### src/sv/ljie_pkg.sv
// ----------------------------------------------------------------------------
// ljie_pkg
// Types, register indexes and sequencing codes for the Lennard-Jones
// insertion energy unit.
// ----------------------------------------------------------------------------
`default_nettype none

package ljie_pkg;

  localparam int COORD_FRAC_BITS_DEF = 16;
  localparam int CFG_IDX_W  = 3;
  localparam int CFG_DATA_W = 32;

  localparam logic [CFG_IDX_W-1:0] REG_PROBE_X        = 3'd0;
  localparam logic [CFG_IDX_W-1:0] REG_PROBE_Y        = 3'd1;
  localparam logic [CFG_IDX_W-1:0] REG_PROBE_Z        = 3'd2;
  localparam logic [CFG_IDX_W-1:0] REG_PROBE_DIAMETER = 3'd3;
  localparam logic [CFG_IDX_W-1:0] REG_PROBE_DEPTH    = 3'd4;

  localparam logic [23:0] PROBE_DIAMETER_RST = 24'd65536;
  localparam logic [31:0] PROBE_DEPTH_RST    = 32'd65536;

  typedef struct packed {
    logic signed [31:0] nbr_x;
    logic signed [31:0] nbr_y;
    logic signed [31:0] nbr_z;
    logic        [23:0] nbr_size;
    logic        [31:0] nbr_depth;
    logic               is_final;
  } ljie_in_t;

  typedef struct packed {
    logic signed [63:0] energy;
    logic               clipped;
  } ljie_out_t;

  typedef enum logic [3:0] {
    ST_IDLE,
    ST_AX,
    ST_AY,
    ST_AZ,
    ST_S2,
    ST_DPROD,
    ST_DIV,
    ST_SQRT,
    ST_R4,
    ST_R6,
    ST_R12,
    ST_TREP,
    ST_TATT,
    ST_EMIT
  } ljie_state_t;

  typedef struct packed {
    logic        load;
    logic        start;
    ljie_state_t op;
    logic        emit;
  } ljie_cmd_t;

  typedef struct packed {
    logic done;
    logic final_item;
    logic out_free;
  } ljie_status_t;

endpackage

`default_nettype wire

### src/sv/ljie_ctrl.sv
// ----------------------------------------------------------------------------
// ljie_ctrl
// Sequencer: steps one neighbor word through the shared units of the
// datapath and hands the energy word out on the last neighbor.
// ----------------------------------------------------------------------------
`default_nettype none

module ljie_ctrl (
  input  wire                    clk,
  input  wire                    rst,
  input  wire                    in_valid,
  output logic                   in_stall,
  input  ljie_pkg::ljie_status_t status,
  output ljie_pkg::ljie_cmd_t    cmd
);
  import ljie_pkg::*;

  ljie_state_t state;
  ljie_state_t state_next;
  logic        launch;
  logic        launch_next;

  always_ff @(posedge clk) begin
    if (rst) begin
      state  <= ST_IDLE;
      launch <= 1'b0;
    end else begin
      state  <= state_next;
      launch <= launch_next;
    end
  end

  always_comb begin
    state_next = state;
    unique case (state)
      ST_IDLE:  if (in_valid)    state_next = ST_AX;
      ST_AX:    if (status.done) state_next = ST_AY;
      ST_AY:    if (status.done) state_next = ST_AZ;
      ST_AZ:    if (status.done) state_next = ST_S2;
      ST_S2:    if (status.done) state_next = ST_DPROD;
      ST_DPROD: if (status.done) state_next = ST_DIV;
      ST_DIV:   if (status.done) state_next = ST_SQRT;
      ST_SQRT:  if (status.done) state_next = ST_R4;
      ST_R4:    if (status.done) state_next = ST_R6;
      ST_R6:    if (status.done) state_next = ST_R12;
      ST_R12:   if (status.done) state_next = ST_TREP;
      ST_TREP:  if (status.done) state_next = ST_TATT;
      ST_TATT:  if (status.done) state_next = status.final_item ? ST_EMIT : ST_IDLE;
      ST_EMIT:  if (status.out_free) state_next = ST_IDLE;
      default:  state_next = ST_IDLE;
    endcase
  end

  always_comb begin
    launch_next = (state_next != state) && (state_next != ST_IDLE) &&
                  (state_next != ST_EMIT);
    in_stall  = (state != ST_IDLE);
    cmd.load  = (state == ST_IDLE) && in_valid;
    cmd.start = launch;
    cmd.op    = state;
    cmd.emit  = (state == ST_EMIT) && status.out_free;
  end

endmodule

`default_nettype wire

### config.mk
export PLATFORM = sky130hd
export DESIGN_NAME = ljie_ctrl
export DESIGN_NICKNAME = d
export VERILOG_FILES = /design/src/sv/ljie_pkg.sv /design/src/sv/ljie_ctrl.sv
export SDC_FILE = /design/constraint.sdc
export NUM_CORES = 1
export LEC_CHECK = 0
export ABC_AREA = 1
export BUFFER_PORTS_ARGS = -buffer_cell sky130_fd_sc_hd__buf_2
export CORE_AREA = 2 2 39 41
export CTS_BUF_LIST = sky130_fd_sc_hd__clkbuf_4 sky130_fd_sc_hd__clkbuf_8
export DETAILED_ROUTE_END_ITERATION = 8
export DIE_AREA = 0 0 41 43
export PLACE_DENSITY = 0.71
export SYNTH_ARGS = -nofsm -noshare
export SYNTH_HDL_FRONTEND = slang
export SYNTH_SLANG_ARGS = --single-unit
### constraint.sdc
create_clock -name clk -period 2.8 [get_ports clk]
set_clock_uncertainty 0.1 [all_clocks]
set_input_delay 0.42 -clock clk [delete_from_list [all_inputs] [get_ports clk]]
set_output_delay 0.42 -clock clk [all_outputs]
set_load 0.05 [all_outputs]
==> metrics.md, run 1 <==
| Metric | Value |
|---|---|
| Final GP Congestion | 0.829 |
| Mapped cell area | 548 µm² |
| Clk network pwr share | 32.9% |
| Net Sw Frac | between 30% and 40% |
| Combinational fraction of design power | a little over a third |
| Worst reg-to-reg setup slack | around 1.2 ns |
| Wire per inst | approximately 9.3 µm |
| Area Overhead vs Synth | 18.7% |
| Seq cells post-synth | 5 |
| Outcome | finished clean |
| Met3 global-route usage | 3.14% |
| Fin crit period | around 1.9 ns |
| CTS buffer count | 3 |
| Yosys warnings | 0 |
| First-pass GRT wire length | about 2 mm |
| Vias in the first global route | 520 |
| Crit Path Category | reg2out |
| Final period utilization | between 60 and 70% |
| Largest net degree at the start of global routing | 11 |
| # nets final | about 120 |
| Dominant synthesized flop cell | dfxtp_1 |
| Overflow after GRT | 0 |
| Type of origin of the critical path | flip-flop |
| DIE HEIGHT | between 40 and 50 µm |
| # IOs | 14 |
| RSZ-0062 raised after global routing | no |
| Count leader, synth | nand2_1 |
| Critical path endpoint category | output port |
| Drt pass-1 iters | 4 |
| DRC | 0 |
| Post-CTS Setup Repair Bufs | 0 |
| Vias per cell | 4.72 |
| Internal power | roughly 170 µW |
| Most Crowded Layer GR | met2 |
| Setup TNS | 0 ns |
| Worst EP arrival | ~1.4 ns |
| Initial Util | 39.6% |
| CP max FO | 8 |
| Area of the multi-input gates | just under 400 µm² |
| Synth Area per Inst | 5.37 µm² |
| Seq. cell area | 100 µm² |
| Clock slew at reported path FFs | 0.04 ns |
| Hold WC Path Type | in2reg |
| Clock sink count | 5 |
| Die area | 1760 µm² |
| Antenna cells | 0 |
| Max_cap viols | 0 |
| Cell taking the most area after synthesis | nand2_1 |
| Hold Crit Depth | 2 |
| Gates resized, CTS repair | 0 |
| Starting DRC count in detailed routing | 13 |
| H-tree level count | 1 |
| CTS tree | yes |
| PortBufs | 13 |
| GR Layer Usage met2 | about a quarter |
| Detailed Route WL | approximately 1.2 mm |
| Hold Path Origin | rst |
| R2R Path Start | state[2] |
| Net load switching power | around 100 µW |
| Final Core Density | roughly 47% |
| Hold Buf Count CTS | 0 |
| Number of synthesized flops with an enable pin | 0 |
| Worst Max-Slew Pin Slew | around 0.36 ns |
| Die width | about 40 µm |
| Most frequent cells after synthesis | nand2_1 (32), nor2_1 (20), nand3_1 (13), inv_1 (7), inv_2 (6) |
| Final setup violation count | 0 |
| Core area | 1380 µm² |
| Total number of vias | 628 |
| Top cells by area, synth | nand2_1 (22%), dfxtp_1 (18%), nor2_1 (14%), nand3_1 (12%), inv_1 (4.8%) |
| Hold EP | state[3] |
| Synthesized Nets | 108 |
| DP Worst Slack | 1.18 ns |
| Met1 usage | a little over a fifth |
| FP Rows | 14 |
| Path depth of the worst reg2reg path | 9 |
| Final Hold Fails | 0 |
| Register area share after synthesis | between 10% and 20% |
| Share of cells above drive strength 1 | between 20% and 30% |
| Clk_lat worst skew | roughly 0.23 ns |
| Fillers | between 100 and 150 |
| Post-route ant nets | 0 |
| Deepest clock path buffer count | 2 |
| Max_slew headroom | ~76% |
| Detailed placement HPWL | approximately 1.0 mm |
| P per Cell Area | 411 nW/µm² |
| Worst IR Drop VDD | ~0.00024 V |
| Yosys top cell area share | a little over a fifth |
| Lkg Pwr | 0.000404 µW |
| FFs w/ async S/R, synth | 0% |
| Fin worst setup slack | between 0.9 and 1 ns |
| Reg2reg end | launch |
| WP data required | 2.28 ns |
| Fin. max-slew vios | 0 |
| Initial antenna violation count | 0 |
| Post-Syn Instances | approximately 100 |
| Share of power burned in registers | 30.9% |
| Yosys cell types | 20 |
| FMAX | 534 MHz |
| Total Routing Usage GR | 16.2% |
| Clock Tree Root | clkbuf_4 |
-- worst max-delay path, cell delays in order (launching register included) --
cell     delay [ns]
dfxtp_1        0.53
nand2_4        0.13
nor3_1         0.18
buf_2          0.28
-- kinds of logic (layout without fill, tap and decap cells) --
kind of cell | Yosys count | count (layout) | synth area share (%)
AOI/OAI and AO/OA | 4 | 4 | 4.79
buffers and inverters | 15 | 30 | 11.2
DFF | 5 | 5 | 18.3
and+or+nand+nor | 78 | 78 | 65.8
-- layout make-up --
cell class / count / area share, %
clock buffer: 4 / 4.62
inverter: 13 / 7.50
multi-input combinational: 82 / 59.4
sequential: 5 / 15.4
tap: 16 / 3.08
timing repair buffer: 13 / 10.0
-- per-stage QoR --
stage / hold slack, ns / cell area [µm²] / power, µW / cells
final: 0.307 / 651 / 267 / 133
after floorplan: 0.389 / 548 / 163 / 102
after detailed placement: 0.533 / 621 / 180 / 129
after global routing: 0.302 / 651 / 286 / 133
after global placement: 0.534 / 621 / 181 / 129
after CTS: 0.299 / 651 / 273 / 133
-- how the worst max path moves through the flow --
stage | startpoint | end | slack (ns) | cells after the start
finish | state[2] | cmd[0] | 0.93 | 3
global route | state[2] | cmd[6] | 0.82 | 4
CTS | state[2] | cmd[6] | 0.92 | 4
detailed placement | state[2] | cmd[6] | 1.18 | 4
global placement | state[2] | cmd[6] | 1.18 | 4
floorplan | state[2] | cmd[0] | 0.26 | 2
-- registers in the layout, indices dropped and copies added (netlist names) --
name	cells
launch	1
state	4
-- layout by cell type, fill, tap and decap left out, types with 2 or more instances in the layout --
| cell type | n |
|---|---|
| buf_2 | 13 |
| clkbuf_4 | 4 |
| dfxtp_1 | 5 |
| inv_1 | 7 |
| inv_2 | 6 |
| nand2_1 | 32 |
| nand2_2 | 2 |
| nand3_1 | 13 |
| nand3_2 | 2 |
| nor2_1 | 20 |
| nor2_2 | 4 |
-- power groups by stage --
stage	clock network [µW]	logic (µW)	registers, µW
final	87.8	96.8	82.4
after global routing	96.4	106	83.1
after CTS	93.3	96.9	82.4
after detailed placement	0	96.6	83.6
after global placement	0	97.1	83.5
after floorplan	0	70.0	92.9
-- layer usage --
metal | routed length (µm) | part of all wire, % | up-vias
met5 | 0 | 0 | -
met4 | 0 | 0 | 0
met3 | 36 | 2.9 | 0
met2 | 584 | 47 | 10
met1 | 616 | 50 | 271
li1 | - | - | 347
No activity file was read; power rests on OpenSTA's default activity.
==> inputs of run 2 (changes only) <==
==> constraint.sdc (replaced) <==
create_clock -name clk -period 1.75 [get_ports clk]
set_clock_uncertainty 0.1 [all_clocks]
set_input_delay 0.2625 -clock clk [delete_from_list [all_inputs] [get_ports clk]]
set_output_delay 0.2625 -clock clk [all_outputs]
set_load 0.05 [all_outputs]
==> run 2 against run 1 <==
Non-clock buffer count unchanged. Design area up 3.1%. Combinational power up 65%. Critical path type unchanged.
==> metrics.md, run 2 (synthesis gave the netlist of run 1 again) <==
| Metric | Value |
|---|---|
| Outcome | finished clean |
| DRC | 0 (unchanged) |
| Core area | 1380 µm² (unchanged) |
| Met1 usage | 28.5% (+6.6 points) |
| Share of cells above drive strength 1 | 35.0% (+5.1 points) |
| CP max FO | 7 (-1) |
| CTS buffer count | 3 (unchanged) |
| Most Crowded Layer GR | met1 |
| Final period utilization | between 90% and 100% |
| Total number of vias | 674 (+7.3%) |
| Post-CTS Setup Repair Bufs | 0 (unchanged) |
| Detailed Route WL | 1.40 mm (+13%) |
| P per Cell Area | 661 nW/µm² (+61%) |
| Max_cap viols | 0 (unchanged) |
| Overflow after GRT | 0 (unchanged) |
| CP Depth | 4 (+1) |
| # nets final | 124 (unchanged) |
| Fin worst setup slack | 0.0963 ns (-0.830 ns) |
| Drt pass-1 iters | 5 (+1) |
| Clk_lat worst skew | 0.24 ns (about the same) |
| Antenna cells | 0 (unchanged) |
| Vias per cell | 5.07 (+7.3%) |
| Total Routing Usage GR | 18.6% (+2.4 points) |
| Starting DRC count in detailed routing | 25 (+12) |
| Clock slew at reported path FFs | 0.05 ns (about the same) |
| DIE HEIGHT | 43 µm (unchanged) |
| Final Hold Fails | 0 (unchanged) |
| Critical path startpoint | state[1] |
| Hold Buf Count CTS | 0 (unchanged) |
| # IOs | 14 (unchanged) |
| Hold WC Path Type | in2reg |
| Max_slew headroom | 77.0% (+1.2 points) |
| Final setup violation count | 0 (unchanged) |
| Area Overhead vs Synth | 22.4% |
| Clock Tree Root | clkbuf_4 |
| Die width | 41 µm (unchanged) |
| First-pass GRT wire length | 2.33 mm (+15%) |
| Largest net degree at the start of global routing | 11 (unchanged) |
| Detailed placement HPWL | 1.12 mm (+11%) |
| Most flop-heavy register | state |
| Hold_ws | 0.141 ns (-0.166 ns) |
| Final GP Congestion | 0.976 (+18%) |
| Crit-path leading delay family | flip-flops |
| Critical Path End | cmd[6] |
| GR Layer Usage met2 | 26.3% (+1.3 points) |
| Worst IR Drop VDD | 0.000214 V (-9.3%) |
| Fin. max-slew vios | 0 (unchanged) |
| Path depth of the worst reg2reg path | 9 (unchanged) |
| CP Cell Sequence | nor2_2 -> nand3_1 -> inv_1 -> buf_2 |
| Setup TNS | 0 ns (unchanged) |
| R2R Path Start | state[1] |
| PortBufs | 13 (unchanged) |
| RSZ-0062 raised after global routing | no |
| Met3 global-route usage | 1.57% (-1.6 points) |
| DP Worst Slack | 0.238 ns (-0.947 ns) |
| Overall power | 443 µW (+66%) |
| WP data required | 1.39 ns (-0.89 ns) |
| Gates resized, CTS repair | 0 (unchanged) |
| Largest register FFs | 4 (unchanged) |
| Post-route ant nets | 0 (unchanged) |
| Worst reg-to-reg setup slack | 0.20 ns (-0.97 ns) |
| Deepest clock path buffer count | 2 (unchanged) |
| Most common cell after layout, fill and taps aside | nand2_1 |
| Worst EP arrival | 1.29 ns (-0.06 ns) |
| Initial antenna violation count | 0 (unchanged) |
| FMAX | between 600 and 700 MHz |
| CP bufs+invs | 2 (+1) |
| Initial Util | 39.6% (unchanged) |
| H-tree level count | 1 (unchanged) |
| CTS tree | yes |
| Most frequent cells in the layout | nand2_1 (32), nor2_1 (18), nand3_1 (13), buf_2 (13), inv_1 (7) |
| Crit Path Category | reg2out |
| Regs by FF count | state x4, launch x1 |
| Fillers | 152 (+3.4%) |
| Slowest stage delay, CP | 0.40 ns (-0.13 ns) |
| Crit-path slowest cell | dfxtp_1 |
| Vias in the first global route | 561 (+7.9%) |
| Critical path endpoint category | output port |
| Final Core Density | 48.5% (+1.4 points) |
| Type of origin of the critical path | flip-flop |
| Fin crit period | between 1.5 and 2 ns |
| Reg2reg end | launch |
| Worst Max-Slew Pin Slew | 0.345 ns (-0.0174 ns) |
| Lkg Pwr | 0.000414 µW (+2.5%) |
| Wire per inst | 10.5 µm (+13%) |
| Die area | 1760 µm² (unchanged) |
| FP Rows | 14 (unchanged) |
| Clock sink count | 5 (unchanged) |
[run 2: cell types whose count changed in the layout (fill, tap and decap cells not counted)]
cell / change
dfxtp_1: -3
nor2_1: -2
nor2_2: +2
nor3_4: +1
dfxtp_2: +3
nor3_1: -1
[run 2: cell type report]
type | instances | area, µm² | area share [%]
Tap cell | 16 | 20.0 | 2.99
Timing Repair Buffer | 13 | 65.1 | 9.70
Clock buffer | 4 | 30.0 | 4.48
Inverter | 13 | 48.8 | 7.28
Multi-Input combinational cell | 82 | 403 | 60.1
Sequential cell | 5 | 104 | 15.5
[run 2: per-stage QoR]
| stage | cell area [µm²] | instances |
|---|---|---|
| detailed placement | 634 | 129 |
| finish | 671 | 133 |
| global placement | 634 | 129 |
| floorplan | 562 | 102 |
| global route | 671 | 133 |
| CTS | 664 | 133 |
[run 2: worst min-delay path by stage]
stage	start	to	slack (ns)	cells past startpoint
floorplan	rst	state[2]	0.23	1
global placement	rst	state[2]	0.38	2
detailed placement	rst	state[2]	0.38	2
CTS	rst	state[2]	0.13	2
global route	rst	state[2]	0.14	2
finish	rst	state[3]	0.14	2
[run 2: metal layers]
metal | up-vias | part of all wire, %
li1 | 350 | -
met1 | 283 | 44
met2 | 37 | 49
met3 | 4 | 6.9
met4 | 0 | 0.50
met5 | - | 0
[run 2: power by group]
part	internal [µW]	total, µW	leakage [µW]	switching [µW]
Clock	102	149	0.0000184	47.6
Sequential	122	134	0.0000421	11.6
Combinational	43.3	160	0.000354	116
==> inputs of run 3 (changes only) <==
--- a/config.mk
+++ b/config.mk
@@ -5,13 +5,13 @@
 export SDC_FILE = /design/constraint.sdc
 export NUM_CORES = 1
 export LEC_CHECK = 0
-export ABC_AREA = 1
 export BUFFER_PORTS_ARGS = -buffer_cell sky130_fd_sc_hd__buf_2
 export CORE_AREA = 2 2 39 41
 export CTS_BUF_LIST = sky130_fd_sc_hd__clkbuf_4 sky130_fd_sc_hd__clkbuf_8
 export DETAILED_ROUTE_END_ITERATION = 8
 export DIE_AREA = 0 0 41 43
-export PLACE_DENSITY = 0.71
+export PLACE_DENSITY = 0.57
+export REMOVE_ABC_BUFFERS = 1
 export SYNTH_ARGS = -nofsm -noshare
 export SYNTH_HDL_FRONTEND = slang
 export SYNTH_SLANG_ARGS = --single-unit
==> constraint.sdc (replaced) <==
create_clock -name clk -period 1.6 [get_ports clk]
set_clock_uncertainty 0.1 [all_clocks]
set_input_delay 0.24 -clock clk [delete_from_list [all_inputs] [get_ports clk]]
set_output_delay 0.24 -clock clk [all_outputs]
set_load 0.05 [all_outputs]
==> run 3 against run 2 <==
Worst hold slack got worse by 0.021 ns. Sequential power rose by 12%. Die area unchanged. Utilization down 11 points. Flip-flop and latch count is the same. Non-clock buffer count grew 4. Synthesized area down 31%. Total power up 1.4%. Largest power group is now the clock network. Design area fell by 23%. Cell count down 38%.
==> metrics.md, run 3 <==
| Metric | Value |
|---|---|
| Outcome | finished clean |
| Yosys warnings | 0 (unchanged) |
| Most flop-heavy register | state |
| Cell taking the most area after synthesis | dfxtp_1 |
| Synth Area per Inst | 7.43 µm² (+38%) |
| Fin crit period | 1.53 ns |
| Drt pass-1 iters | 4 (-1) |
| Area Overhead vs Synth | 36.3% |
| Most frequent cells after synthesis | a21oi_1 (5), buf_2 (5), dfxtp_1 (5), nand2_1 (5), nor2_1 (5) |
| CP Depth | 4 (unchanged) |
| Detailed placement HPWL | 708 µm (-37%) |
| # IOs | 14 (unchanged) |
| CP Cell Sequence | buf_4 -> nor2_1 -> and3_1 -> buf_6 |
| Worst Max-Slew Pin Slew | 0.334 ns (-0.0108 ns) |
| Top cells by area, synth | dfxtp_1 (26%), a21oi_1 (6.6%), buf_2 (6.6%), nand2_1 (5.0%), nor2_1 (5.0%) |
| Seq cells post-synth | 5 (unchanged) |
| Yosys cell types | 26 (+30%) |
| Register area share after synthesis | 26.4% (+8.1 points) |
| Max_cap viols | 0 (unchanged) |
| Reg2reg end | launch |
| Final period utilization | between 90% and 100% |
| Vias in the first global route | 359 (-36%) |
| CTS tree | yes |
| CP max FO | 7 (unchanged) |
| Largest register FFs | 4 (unchanged) |
| Non-filler instance count after layout | 82 (-38%) |
| Worst IR Drop VDD | 0.000276 V (+29%) |
| Hold_ws | 0.120 ns (-0.0215 ns) |
| Max_slew headroom | 77.5% (+0.52 points) |
| Crit-path leading delay family | flip-flops |
| Post-CTS Setup Repair Bufs | 0 (unchanged) |
| Worst reg-to-reg setup slack | 0.18 ns (-0.02 ns) |
| Wire per inst | 11.6 µm (+10%) |
| Total number of vias | 441 (-35%) |
| R2R Path Start | state[3] |
| Clock Tree Root | clkbuf_4 |
| Dominant synthesized flop cell | dfxtp_1 |
| Final GP Congestion | 0.669 (-31%) |
| Post-route ant nets | 0 (unchanged) |
| Starting DRC count in detailed routing | 6 (-76%) |
| Yosys top cell area share | 26.4% (+4.5 points) |
| FP Rows | 14 (unchanged) |
| Mapped cell area | 379 µm² (-31%) |
| Regs by FF count | state x4, launch x1 |
| Total Routing Usage GR | 12.8% (-5.7 points) |
| Critical path endpoint category | output port |
| Die width | 41 µm (unchanged) |
| FMAX | about 650 MHz |
| Most frequent cells in the layout | buf_2 (11), a21oi_1 (5) |
| Clk_lat worst skew | 0.24 ns (about the same) |
| DRC | 0 (unchanged) |
| Dpl cells | 78 (-40%) |
| Die area | 1760 µm² (unchanged) |
| Critical path startpoint | state[2] |
| Deepest clock path buffer count | 2 (unchanged) |
| Hold WC Path Type | in2reg |
| Critical Path End | cmd[6] |
| CP bufs+invs | 2 (unchanged) |
| Clock slew at reported path FFs | 0.04 ns (about the same) |
| Most common cell after layout, fill and taps aside | buf_2 |
| DIE HEIGHT | 43 µm (unchanged) |
| Post-Syn Instances | 51 (-50%) |
| Detailed Route WL | 952 µm (-32%) |
| Final Hold Fails | 0 (unchanged) |
| Overflow after GRT | 0 (unchanged) |
| Antenna cells | 0 (unchanged) |
| Hold Path Origin | rst |
| Lkg Pwr | 0.000221 µW (-47%) |
| P per Cell Area | 869 nW/µm² (+32%) |
| Final setup violation count | 0 (unchanged) |
| Share of cells above drive strength 1 | 40.9% (+5.9 points) |
| Vias per cell | 5.38 (+6.1%) |
| Path depth of the worst reg2reg path | 5 (-4) |
| H-tree level count | 1 (unchanged) |
| Initial Util | 27.4% (-12 points) |
| Type of origin of the critical path | flip-flop |
| Slowest stage delay, CP | 0.32 ns (-0.08 ns) |
| RSZ-0062 raised after global routing | no |
| CTS buffer count | 3 (unchanged) |
| WP data required | 1.26 ns (-0.13 ns) |
| # nets final | 73 (-41%) |
| Crit Path Category | reg2out |
| Core area | 1380 µm² (unchanged) |
| PortBufs | 13 (unchanged) |
| Initial antenna violation count | 0 (unchanged) |
| Clock sink count | 5 (unchanged) |
| Worst EP arrival | 1.19 ns (-0.10 ns) |
| Fin. max-slew vios | 0 (unchanged) |
| First-pass GRT wire length | 1.53 mm (-34%) |
| FFs w/ async S/R, synth | 0% (unchanged) |
| Number of synthesized flops with an enable pin | 0 (unchanged) |
| Crit-path slowest cell | dfxtp_1 |
| Largest net degree at the start of global routing | 14 (+3) |
run 3: cell types whose count changed after synthesis, sizes merged, moves of 2 or more:
cell   change
and3       +2
a21oi      +4
nand3     -15
o31ai      +2
nand2     -30
buf        +4
inv       -11
nor2      -20
run 3: timing repair:
item | CTS | global route
cloned | 0 | 0
pin swaps | 0 | 1
hold buffers | 0 | 0
setup endpoints to repair | 2 | 1
resized for setup | 5 | 4
run 3: worst min path at each step:
stage | cells past startpoint | to | slack (ns)
2_1_floorplan | 1 | state[0] | 0.21
3_3_place_gp | 2 | state[0] | 0.38
3_5_place_dp | 2 | state[0] | 0.37
4_1_cts | 2 | state[0] | 0.10
5_1_grt | 2 | state[0] | 0.13
6_report | 2 | state[0] | 0.12
run 3: logic make-up after synthesis:
logic type / after synthesis / share of synthesized area, %
AO/OA/AOI/OAI: 17 / 31.4
XOR/XNOR: 1 / 2.31
buffers and inverters: 8 / 10.6
flip-flops: 5 / 26.4
multiplexers: 1 / 2.64
AND/OR/NAND/NOR: 19 / 26.7
run 3: cell type report:
type                       instances  area (µm²)
multi-input combinational         38         249
tap                               16        20.0
inverter                           2        7.51
sequential                         5         103
timing repair buffer              17         108
fill                             157         867
clock buffer                       4        30.0
run 3: stage by stage:
step / area, µm² / setup WS [ns] / util, % / setup TNS [ns] / total power (µW)
floorplan: 347 / -0.364 / - / -0.627 / 240
global placement: 462 / 0.162 / 33.4 / 0 / 279
detailed placement: 462 / 0.150 / 33.4 / 0 / 280
CTS: 502 / 0.0470 / 36.3 / 0 / 454
global route: 517 / 0.00463 / 37.3 / 0 / 477
finish: 517 / 0.0660 / 37.3 / 0 / 449
run 3: layer usage:
layer / routed length (µm) / global-route usage [%] / vias to the layer above
met5: 0 / 0 / -
met4: 11 / 8.00 / 0
met3: 53 / 3.14 / 2
met2: 463 / 18.4 / 15
met1: 424 / 16.3 / 207
li1: - / - / 217
run 3: power breakdown:
group / leakage, µW / internal, µW / switching, µW / total (µW)
combinational: 0.000161 / 44.1 / 90.6 / 135
sequential: 0.0000417 / 134 / 15.7 / 150
clock: 0.0000184 / 111 / 53.5 / 165
total: 0.000221 / 289 / 160 / 449
run 3: worst register-to-register path, delay by kind of cell, from the launching register on:
kind                   cells  cell delay [ns]
AOI/OAI and AO/OA          4             0.72
DFF                        1             0.31
buffers and inverters      1             0.17
